===== config.mk =====
export PLATFORM = sky130hd
export DESIGN_NAME = rle_text_encoder
export DESIGN_NICKNAME = d
export VERILOG_FILES = /design/src/hw/rtl/rte_pkg.sv /design/src/hw/rtl/rte_run_tracker.sv /design/src/hw/rtl/rte_serializer.sv /design/src/hw/rtl/rle_text_encoder.sv
export SDC_FILE = /design/constraint.sdc
export NUM_CORES = 1
export LEC_CHECK = 0
export BUFFER_PORTS_ARGS = -buffer_cell sky130_fd_sc_hd__buf_2
export CORE_ASPECT_RATIO = 0.8
export CORE_MARGIN = 5
export CORE_UTILIZATION = 29
export DETAILED_ROUTE_END_ITERATION = 10
export GPL_TIMING_DRIVEN = 0
export MAX_ROUTING_LAYER = met4
export PLACE_DENSITY_LB_ADDON = 0.05
export SYNTH_ARGS = -nofsm -noshare
export SYNTH_HDL_FRONTEND = slang
export SYNTH_HIERARCHICAL = 1
export SYNTH_SLANG_ARGS = --single-unit

===== constraint.sdc =====
create_clock -name clk -period 10.6 [get_ports clk]
set_input_delay 0.53 -clock clk [delete_from_list [all_inputs] [get_ports clk]]
set_output_delay 0.53 -clock clk [all_outputs]
set_load 0.02 [all_outputs]

===== src/hw/rtl/rte_pkg.sv =====
// Types, constants and widths shared by the run-length text encoder modules.
package rte_pkg;

    localparam int COUNT_DIGITS = 5;
    localparam int COUNT_W      = 4 * COUNT_DIGITS;
    localparam int DIG_IDX_W    = (COUNT_DIGITS > 1) ? $clog2(COUNT_DIGITS) : 1;
    localparam int POS_W        = $clog2(COUNT_DIGITS + 4);

    localparam int FIFO_DEPTH   = 4;
    localparam int FIFO_PTR_W   = 2;
    localparam int FIFO_CNT_W   = 3;

    localparam logic [7:0] CHAR_X     = 8'h78;
    localparam logic [7:0] CHAR_SPACE = 8'h20;
    localparam logic [7:0] CHAR_ZERO  = 8'h30;

    // One finished run, ready to be spelled out as text.
    typedef struct packed {
        logic [7:0]           run_byte;
        logic [COUNT_W-1:0]   count;
        logic [DIG_IDX_W-1:0] top;
        logic                 last;
    } rte_run_rec_t;

    // Up to two finished runs produced by one accepted input beat.
    typedef struct packed {
        logic         vld0;
        rte_run_rec_t rec0;
        logic         vld1;
        rte_run_rec_t rec1;
    } rte_push_t;

endpackage


===== src/hw/rtl/rte_run_tracker.sv =====
// Open-run state and the run records that each input beat finishes.
module rte_run_tracker
    import rte_pkg::*;
(
    input  logic       clk,
    input  logic       rst_n,
    input  logic       accept,
    input  logic [7:0] in_byte,
    input  logic       in_last,
    output rte_push_t  push
);

    logic [7:0]         value_reg, value_next;
    logic [COUNT_W-1:0] count_reg, count_next;
    logic               open_reg, open_next;
    logic [COUNT_W-1:0] count_inc;
    logic               all_nines;

    function automatic logic [DIG_IDX_W-1:0] top_digit(input logic [COUNT_W-1:0] cnt);
        logic [DIG_IDX_W-1:0] idx;
        idx = '0;
        for (int d = 1; d < COUNT_DIGITS; d++)
        begin
            if (cnt[4*d +: 4] != 4'd0)
            begin
                idx = DIG_IDX_W'(d);
            end
        end
        return idx;
    endfunction

    // Decimal increment; the final carry out means every digit was a nine.
    always_comb
    begin
        logic carry;
        logic [3:0] dig;
        carry = 1'b1;
        count_inc = count_reg;
        for (int d = 0; d < COUNT_DIGITS; d++)
        begin
            dig = count_reg[4*d +: 4];
            if (carry)
            begin
                count_inc[4*d +: 4] = (dig == 4'd9) ? 4'd0 : dig + 4'd1;
            end
            carry = carry && (dig == 4'd9);
        end
        all_nines = carry;
    end

    always_comb
    begin
        value_next = value_reg;
        count_next = count_reg;
        open_next  = open_reg;
        push       = '0;
        if (accept)
        begin
            if (!open_reg)
            begin
                value_next = in_byte;
                count_next = COUNT_W'(1);
                open_next  = 1'b1;
            end
            else if (in_byte == value_reg)
            begin
                if (all_nines)
                begin
                    push.vld0  = 1'b1;
                    push.rec0  = '{run_byte: value_reg, count: count_reg,
                                   top: top_digit(count_reg), last: !in_last};
                    count_next = COUNT_W'(1);
                end
                else
                begin
                    count_next = count_inc;
                end
            end
            else
            begin
                push.vld0  = 1'b1;
                push.rec0  = '{run_byte: value_reg, count: count_reg,
                               top: top_digit(count_reg), last: !in_last};
                value_next = in_byte;
                count_next = COUNT_W'(1);
            end

            if (in_last)
            begin
                push.vld1  = 1'b1;
                push.rec1  = '{run_byte: value_next, count: count_next,
                               top: top_digit(count_next), last: 1'b1};
                value_next = '0;
                count_next = '0;
                open_next  = 1'b0;
            end
        end
    end

    always_ff @(posedge clk or negedge rst_n)
    begin
        if (!rst_n)
        begin
            value_reg <= '0;
            count_reg <= '0;
            open_reg  <= 1'b0;
        end
        else
        begin
            value_reg <= value_next;
            count_reg <= count_next;
            open_reg  <= open_next;
        end
    end

endmodule


===== src/hw/rtl/rte_serializer.sv =====
// Run record queue and the byte serializer with its output register.
module rte_serializer
    import rte_pkg::*;
(
    input  logic       clk,
    input  logic       rst_n,
    input  rte_push_t  push,
    output logic       full,
    output logic       out_valid,
    input  logic       out_stall,
    output logic [7:0] out_byte,
    output logic       out_last
);

    localparam logic [POS_W-1:0] POS_RUN_BYTE = POS_W'(0);
    localparam logic [POS_W-1:0] POS_TIMES    = POS_W'(1);
    localparam logic [POS_W-1:0] POS_DIGITS   = POS_W'(2);

    rte_run_rec_t          fifo_reg [FIFO_DEPTH];
    logic [FIFO_PTR_W-1:0] rd_ptr_reg, rd_ptr_next;
    logic [FIFO_PTR_W-1:0] wr_ptr_reg, wr_ptr_next;
    logic [FIFO_CNT_W-1:0] cnt_reg, cnt_next;
    logic [POS_W-1:0]      pos_reg, pos_next;
    logic                  out_valid_reg, out_valid_next;
    logic [7:0]            out_byte_reg, out_byte_next;
    logic                  out_last_reg, out_last_next;

    rte_run_rec_t          head;
    logic                  load;
    logic                  end_of_run;
    logic                  in_digits;
    logic [DIG_IDX_W-1:0]  dig_idx;
    logic [3:0]            digit;
    logic [FIFO_CNT_W-1:0] n_push;

    // Room for two records is needed before another input beat is taken.
    assign full = (cnt_reg > FIFO_CNT_W'(FIFO_DEPTH - 2));

    assign head       = fifo_reg[rd_ptr_reg];
    assign load       = (cnt_reg != '0) && (!out_valid_reg || !out_stall);
    assign in_digits  = (pos_reg >= POS_DIGITS) &&
                        (pos_reg <= POS_W'(head.top) + POS_DIGITS);
    assign end_of_run = (pos_reg == POS_W'(head.top) + POS_W'(3));
    assign dig_idx    = head.top - DIG_IDX_W'(pos_reg - POS_DIGITS);
    assign digit      = head.count[4*dig_idx +: 4];
    assign n_push     = FIFO_CNT_W'(push.vld0) + FIFO_CNT_W'(push.vld1);

    always_comb
    begin
        rd_ptr_next    = rd_ptr_reg;
        wr_ptr_next    = wr_ptr_reg + FIFO_PTR_W'(n_push);
        pos_next       = pos_reg;
        out_valid_next = out_valid_reg;
        out_byte_next  = out_byte_reg;
        out_last_next  = out_last_reg;
        cnt_next       = cnt_reg + n_push;

        if (out_valid_reg && !out_stall)
        begin
            out_valid_next = 1'b0;
        end

        if (load)
        begin
            out_valid_next = 1'b1;
            out_last_next  = 1'b0;
            priority if (pos_reg == POS_RUN_BYTE)
            begin
                out_byte_next = head.run_byte;
            end
            else if (pos_reg == POS_TIMES)
            begin
                out_byte_next = CHAR_X;
            end
            else if (in_digits)
            begin
                out_byte_next = CHAR_ZERO + {4'd0, digit};
            end
            else
            begin
                out_byte_next = CHAR_SPACE;
                out_last_next = head.last;
            end

            if (end_of_run)
            begin
                pos_next    = '0;
                rd_ptr_next = rd_ptr_reg + FIFO_PTR_W'(1);
                cnt_next    = cnt_reg + n_push - FIFO_CNT_W'(1);
            end
            else
            begin
                pos_next = pos_reg + POS_W'(1);
            end
        end
    end

    always_ff @(posedge clk or negedge rst_n)
    begin
        if (!rst_n)
        begin
            rd_ptr_reg    <= '0;
            wr_ptr_reg    <= '0;
            cnt_reg       <= '0;
            pos_reg       <= '0;
            out_valid_reg <= 1'b0;
        end
        else
        begin
            rd_ptr_reg    <= rd_ptr_next;
            wr_ptr_reg    <= wr_ptr_next;
            cnt_reg       <= cnt_next;
            pos_reg       <= pos_next;
            out_valid_reg <= out_valid_next;
        end
    end

    always_ff @(posedge clk)
    begin
        out_byte_reg <= out_byte_next;
        out_last_reg <= out_last_next;
        if (push.vld0)
        begin
            fifo_reg[wr_ptr_reg] <= push.rec0;
        end
        if (push.vld1)
        begin
            fifo_reg[wr_ptr_reg + FIFO_PTR_W'(push.vld0)] <= push.rec1;
        end
    end

    assign out_valid = out_valid_reg;
    assign out_byte  = out_byte_reg;
    assign out_last  = out_last_reg;

endmodule


===== src/hw/rtl/rle_text_encoder.sv =====
// Run-length text encoder: string bytes in, run-length text bytes out.
//
// Input channel: one string byte per beat on in_byte, with in_last set on the
// final byte of the string. Output channel: one text byte per beat on
// out_byte; out_last marks the final text byte caused by an input beat.
// Each finished run is sent as the run byte, 'x', the decimal count without
// leading zeros, and a space. A run that reaches 10^COUNT_DIGITS-1 is closed
// and a new run of the same byte starts.
// An input beat updates the open run in the cycle it is accepted and queues
// up to two finished runs. The first text byte of an idle block passes the
// run queue and then the output register before it is valid. The output side
// sends one byte per cycle while out_stall is low, and a run takes 4 to
// COUNT_DIGITS+3 text bytes. Beats that finish nothing are taken every
// cycle while the run queue has room for two runs.
// in_stall rises when the four-entry run queue cannot take two more runs.
// Reset empties the queue, drops the open run and clears out_valid.
// When out_stall is high the output register holds its byte and the queue
// keeps filling until in_stall pushes back.
module rle_text_encoder
    import rte_pkg::*;
(
    input  logic       clk,
    input  logic       rst_n,
    input  logic       in_valid,
    output logic       in_stall,
    input  logic [7:0] in_byte,
    input  logic       in_last,
    output logic       out_valid,
    input  logic       out_stall,
    output logic [7:0] out_byte,
    output logic       out_last
);

    rte_push_t push;
    logic      accept;

    assign accept = in_valid && !in_stall;

    rte_run_tracker u_tracker (
        .clk     (clk),
        .rst_n   (rst_n),
        .accept  (accept),
        .in_byte (in_byte),
        .in_last (in_last),
        .push    (push)
    );

    rte_serializer u_serializer (
        .clk       (clk),
        .rst_n     (rst_n),
        .push      (push),
        .full      (in_stall),
        .out_valid (out_valid),
        .out_stall (out_stall),
        .out_byte  (out_byte),
        .out_last  (out_last)
    );

endmodule


# ---- Word-level counts from Yosys, hierarchy flattened
# Memories as Yosys holds them, arrays and structs flattened.
# Index checks and enable logic that the tools add are counted.
dict set report word_totals {
  ff_bits 50
  ram_bits 128
  in_bits 13
  out_inout_bits 11
  word_cells 109
  n_memories 1
}
dict set report classes {
  addsub 17
  magnitude_cmp 3
  n_eq_ne 8
  n_shift 1
  n_mux 43
  n_reduce_logical 26
}
# name words width rd rd_ports_with_merged_regs wr line
set mem_list {}
lappend mem_list {u_serializer.fifo_reg 4 32 1 0 2 rte_serializer.sv:19} ;# rte_run_rec_t fifo_reg [FIFO_DEPTH];
# operator count
set op_table {}
lappend op_table {{33-bit two-way mux} 4}
lappend op_table {{20-bit two-way mux} 5}
lappend op_table {{66-bit two-way mux} 1}
lappend op_table {{8-bit two-way mux} 6}
lappend op_table {{4-bit two-way mux} 10}
lappend op_table {{4-bit nonzero test} 8}
lappend op_table {{4-bit by 1-bit adder with 4-bit output (second input constant)} 6}
lappend op_table {{4-bit == test (second input constant)} 5}
lappend op_table {{20-bit by 6-bit variable part select with 4-bit output} 1}
lappend op_table {{3-bit two-way mux} 4}
lappend op_table {{1-bit two-way mux} 9}
lappend op_table {{3-bit by 2-bit adder with 4-bit output (second input constant)} 2}
lappend op_table {{8-bit == test} 1}
lappend op_table {{1-bit logical AND} 8}
lappend op_table {{2-bit two-way mux} 4}
lappend op_table {{6-bit by 4-bit adder with 7-bit output (first input constant)} 1}
lappend op_table {{4-bit by 1-bit == test with 1-bit output (second input constant)} 1}
lappend op_table {{4-bit == test} 1}
lappend op_table {{4-bit by 2-bit >= comparator with 1-bit output (second input constant)} 1}
lappend op_table {{4-bit <= comparator} 1}
lappend op_table {{1-bit zero test} 4}
lappend op_table {{4-bit zero test} 1}
lappend op_table {{3-bit adder} 1}
lappend op_table {{3-bit by 2-bit > comparator with 1-bit output (second input constant)} 1}
lappend op_table {{12 further kinds} 12}

# ---- Logic depth before layout (Yosys ltp)
dict set report depth {
  ltp_word 21
  depth_mapped 14
  depth_no_buf 14
}

# ---- Hierarchy
# Netlist, hierarchy kept.
# mod n_inst cells_each area_per_inst_um2 seq_area_each_um2
set modules_own_cells {}
lappend modules_own_cells {rte_serializer 1 469 7658.6 4414.2}
lappend modules_own_cells {rte_run_tracker 1 349 2705.1 725.7}
lappend modules_own_cells {rle_text_encoder 1 1 13.8 0.0}

# ---- Worst setup path before layout
# No wires, ideal clock.
dict set report synth_timing {
  kind {register to register}
  start {reg u_tracker.count_reg[5]}
  end {mem u_serializer/fifo_reg[0][0] (netlist bit) (enable)}
  arrival_ps 3814
  t_required_ps 10167
  path_slack_ps 6353
  path_stages_with_launch 11
  n_path_buf 0
  cell_sequence {dfrtp_1 inv_1 ha_1 nand3b_1 nor4_4 nand2_2 a21o_4 inv_2 ha_1 nand2b_1 o22ai_1}
}
# element line
set synth_lines {}
lappend synth_lines {{start: declaration} rte_run_tracker.sv:14} ;# logic [COUNT_W-1:0] count_reg, count_next;
lappend synth_lines {{start signal: assignment} rte_run_tracker.sv:111} ;# count_reg <= count_next;
lappend synth_lines {{end: declaration} rte_serializer.sv:19}

==> impl_metrics.csv <==
group,metric,value,unit
run_status,run_status,"complete, no violations",
die,ios,24,
cells_and_area,finalNonFillerCells,1359,
drt,dr.pass1.iters,5,
cells_and_area,final_core_utilization,33.11,%
clocking,clock_tree.root_cell,"clkbuf_16",
global_routing,grt_use_total,16.61,%
power_and_ir_drop,irDropWorstVdd,0.09887,mV
global_routing,grt_pass1_wl,47.22,mm
yosys,syn-instance-count,819,
timing,tns,0,ps
power_and_ir_drop,internal-power,1686,uW
drt,num_vias,6788,
setup_path,start_kind,"register",
drt,drtAntennaViolNets,0,
timing,slew_at_the_pin_with_the_worst_max_slew_slack,1245,ps
drt,drc_errors,0,
yosys,post_synth_num_cell_types,67,
die,die_width,221.5,um
setup_path,critical_path.max_fanout,32,
timing,clock.fmax,186.7,MHz
cells_and_area,layout.cells.most_common,"edfxtp_1",
yosys,postSynthAreaPerCell,12.67,sq um
timing,post-route-worst-setup-slack,5245,ps
power_and_ir_drop,power.leakage,0.004298,uW
clocking,clockBufferDepth,2,
yosys,async_flop_share,23.03,%
timing,fin_crit_sh,50.52,%
drt,routedWlPerCell,23.23,um
global_routing,via_count_of_the_first_global_routing_pass,7065,
flow_run,maxCapViolations,0,
cells_and_area,nNetsFinal,911,
power_and_ir_drop,power_density,232.2,nW/um^2
cells_and_area,nFillCells,3538,
cells_and_area,most-common-layout-cells,"137 x edfxtp_1, 129 x mux2_2, 57 x nor2_1",
die,core,35610,sq um
drt,postRouteWirelength,31.57,mm
hold_path,hold_start,"out_stall",
setup_path,crit_type,"register to register",
power_and_ir_drop,gate_power_share,40.3,%
placement,hpwl,22.94,mm
power_and_ir_drop,power_switching_share,38.40,%
clocking,numCtsBuffers,17,
global_routing,grt_antenna_before_repair,0,
power_and_ir_drop,switchingPower,1051,uW
power_and_ir_drop,sequentialPowerShare,36.3,%
setup_path,r2r_cells,12,
yosys,yosys_warnings,6,
die,dieHeight,179.2,um
placement,placedCellCount,1325,
yosys,synthesis.area,10380,sq um
drt,initialDrtViolationCount,368,
cells_and_area,area_growth_from_synthesis_to_final_layout,13.61,%
setup_path,worstSetupStartpoint,"u_tracker/count_reg[5]",
cells_and_area,largest_register_ff_count,128,
setup_path,path_common_cell,"ha_1",
power_and_ir_drop,clkPwrFrac,23.4,%
clocking,worst_skew_pair_later_pin_latency,440,ps
setup_path,worstSetupEndpointType,"register",
placement,port_buffers,23,
timing,finalCriticalPeriod,5355,ps
setup_path,critPathArrivalTime,5410,ps
setup_path,critical_path.reg2reg.startpoint,"u_tracker/count_reg[5]",
yosys,synth_edf_count,137,
yosys,seq_area_frac_synth,49.53,%
yosys,synth_flop_cell,"edfxtp_1",
setup_path,critPathRequiredTime,10650,ps
clocking,post_cts_resize_count,0,
clocking,htreeDepth,4,
yosys,synthesis.nets,866,
yosys,ys_ff_latch,178,
timing,final_hold_vios,0,
timing,slew-limit-headroom,16.31,%
die,initial_cell_density_of_the_core,29.14,%
hold_path,timing.hold.worst_path_depth,3,
timing,slew_violations,0,
global_routing,grt_overflow_total,0,
timing,final-setup-viol-count,0,
clocking,num_clock_sinks,178,
placement,pre_cts_ws,5179,ps
power_and_ir_drop,finalPower,2737,uW
die,die_footprint,39690,sq um
timing,rsz0062_at_grt,"false",
placement,gp_routability_congestion,0.8307,
timing,skew,10.27,ps
clocking,post_cts_hold_buffer_count,0,
hold_path,hold_path_class,"input port to register",
clocking,clkSlewWorstSetupHoldPaths,80,ps
setup_path,worstPathCellList,"inv_1 -> ha_1 -> nand3b_1 -> nor4_4 -> nand2_2 -> a21o_4 -> inv_2 -> ha_1 -> nand2b_1 -> nor2_1 -> buf_2 -> a31o_2",
setup_path,cp_slowest_cell,"a31o_2",
clocking,post_cts.repair.setup_buffers,0,
global_routing,pin_count_of_the_biggest_net_entering_global_routing,42,
drt,vias_per_cell,4.995,
cells_and_area,final_layout_size_suffix_gt1_share,30.90,%
die,rows,62,
clocking,tritoncts,"built",
setup_path,worst_path_largest_cell_delay,960,ps
## per-stage QoR
stage	hold slack (ps)	instance area (sq um)
after CTS	275.1	11790
after floorplan	234.4	10380
after global placement	482.0	11090
after detailed placement	490.6	11200
final	301.3	11790
after global routing	295.0	11790
## worst max-delay path, delay by kind of cell (launching register included)
| family | cells | cell delay (ps) |
|---|---|---|
| and+or+nand+nor | 5 | 1790 |
| adders and majority gates | 2 | 530 |
| DFF | 1 | 410 |
| AOI/OAI and AO/OA | 2 | 1270 |
| buffers and inverters | 3 | 910 |
## power by group through the flow
stage                     clock, uW  sequential [uW]  combinational, uW
after floorplan                   0             1010                724
after global placement            0             1010               1090
after detailed placement          0             1010               1130
after CTS                       665              995               1130
after global routing            692             1010               1200
final                           642              994               1100
## cell type report
cell class / instances / area [sq um] / share of cell area, %
buffer: 51 / 259.0 / 2.197
clock buffer: 17 / 425.4 / 3.608
timing repair buffer: 26 / 190.2 / 1.613
tap: 480 / 600.6 / 5.094
multi-input combinational: 557 / 4882 / 41.41
inverter: 33 / 123.9 / 1.051
antenna: 2 / 5.005 / 0.04245
clock inverter: 15 / 163.9 / 1.390
sequential: 178 / 5140 / 43.60
## cells in the mapped netlist (3+ instances only)
library cell | count | share of area (%)
o22ai_1 | 13 | 0.78
edfxtp_1 | 137 | 40
nor2_1 | 57 | 2.1
and3_1 | 10 | 0.60
nand3b_1 | 3 | 0.22
a31o_2 | 4 | 0.34
buf_6 | 4 | 0.43
mux2_2 | 129 | 14
a211oi_1 | 4 | 0.29
nor2b_1 | 6 | 0.36
nand4_1 | 9 | 0.54
mux4_2 | 32 | 6.9
nand2_1 | 46 | 1.7
and3b_1 | 3 | 0.25
or3_1 | 3 | 0.18
nor3_1 | 18 | 0.87
mux2i_1 | 5 | 0.48
dfrtp_1 | 41 | 9.9
o2bb2ai_1 | 8 | 0.68
nand3_1 | 16 | 0.77
and4_1 | 3 | 0.25
a22oi_1 | 5 | 0.36
nor4_1 | 4 | 0.24
and2_1 | 10 | 0.60
o21ai_0 | 22 | 1.1
clkbuf_1 | 19 | 0.69
nand2b_1 | 10 | 0.60
ha_1 | 33 | 4.0
buf_2 | 24 | 1.2
xnor2_1 | 22 | 1.9
xor2_1 | 12 | 1.0
a21oi_1 | 12 | 0.58
a31oi_1 | 15 | 0.90
inv_1 | 31 | 1.1
nor3b_1 | 6 | 0.43
## metal layers
metal | routed length [um] | global-route usage, % | vias to the layer above
met3 | 1110 | 3.077 | 21
met4 | 332 | 2.875 | 0
met2 | 13660 | 24.21 | 112
li1 | - | - | 3201
met1 | 16470 | 24.54 | 3454
met5 | 0 | - | -
## cells by family (layout without fill, tap and decap cells)
| logic type | after synthesis | in the layout | synth area share, % |
|---|---|---|---|
| muxes | 167 | 167 | 21.56 |
| and+or+nand+nor | 217 | 217 | 11.09 |
| other | 0 | 2 | 0 |
| buffers and inverters | 84 | 142 | 3.689 |
| DFF | 178 | 178 | 49.53 |
| AOI/OAI and AO/OA | 104 | 104 | 6.873 |
| xor gates and xnor gates | 35 | 35 | 3.086 |
| adders and majority gates | 34 | 34 | 4.172 |
## worst paths after layout
path	endpoint	slack (ps)
setup / recovery	u_serializer/fifo_reg[2][9]	5240
hold / removal	u_serializer/out_valid	300
setup reg to reg	u_serializer/fifo_reg[2][9]	5240
hold reg to reg	u_serializer/out_valid	500
max in group asynchronous	u_tracker/count_reg[3]	9500
min in group asynchronous	u_serializer/cnt_reg[0]	310
No activity file was read; power rests on OpenSTA's default activity.
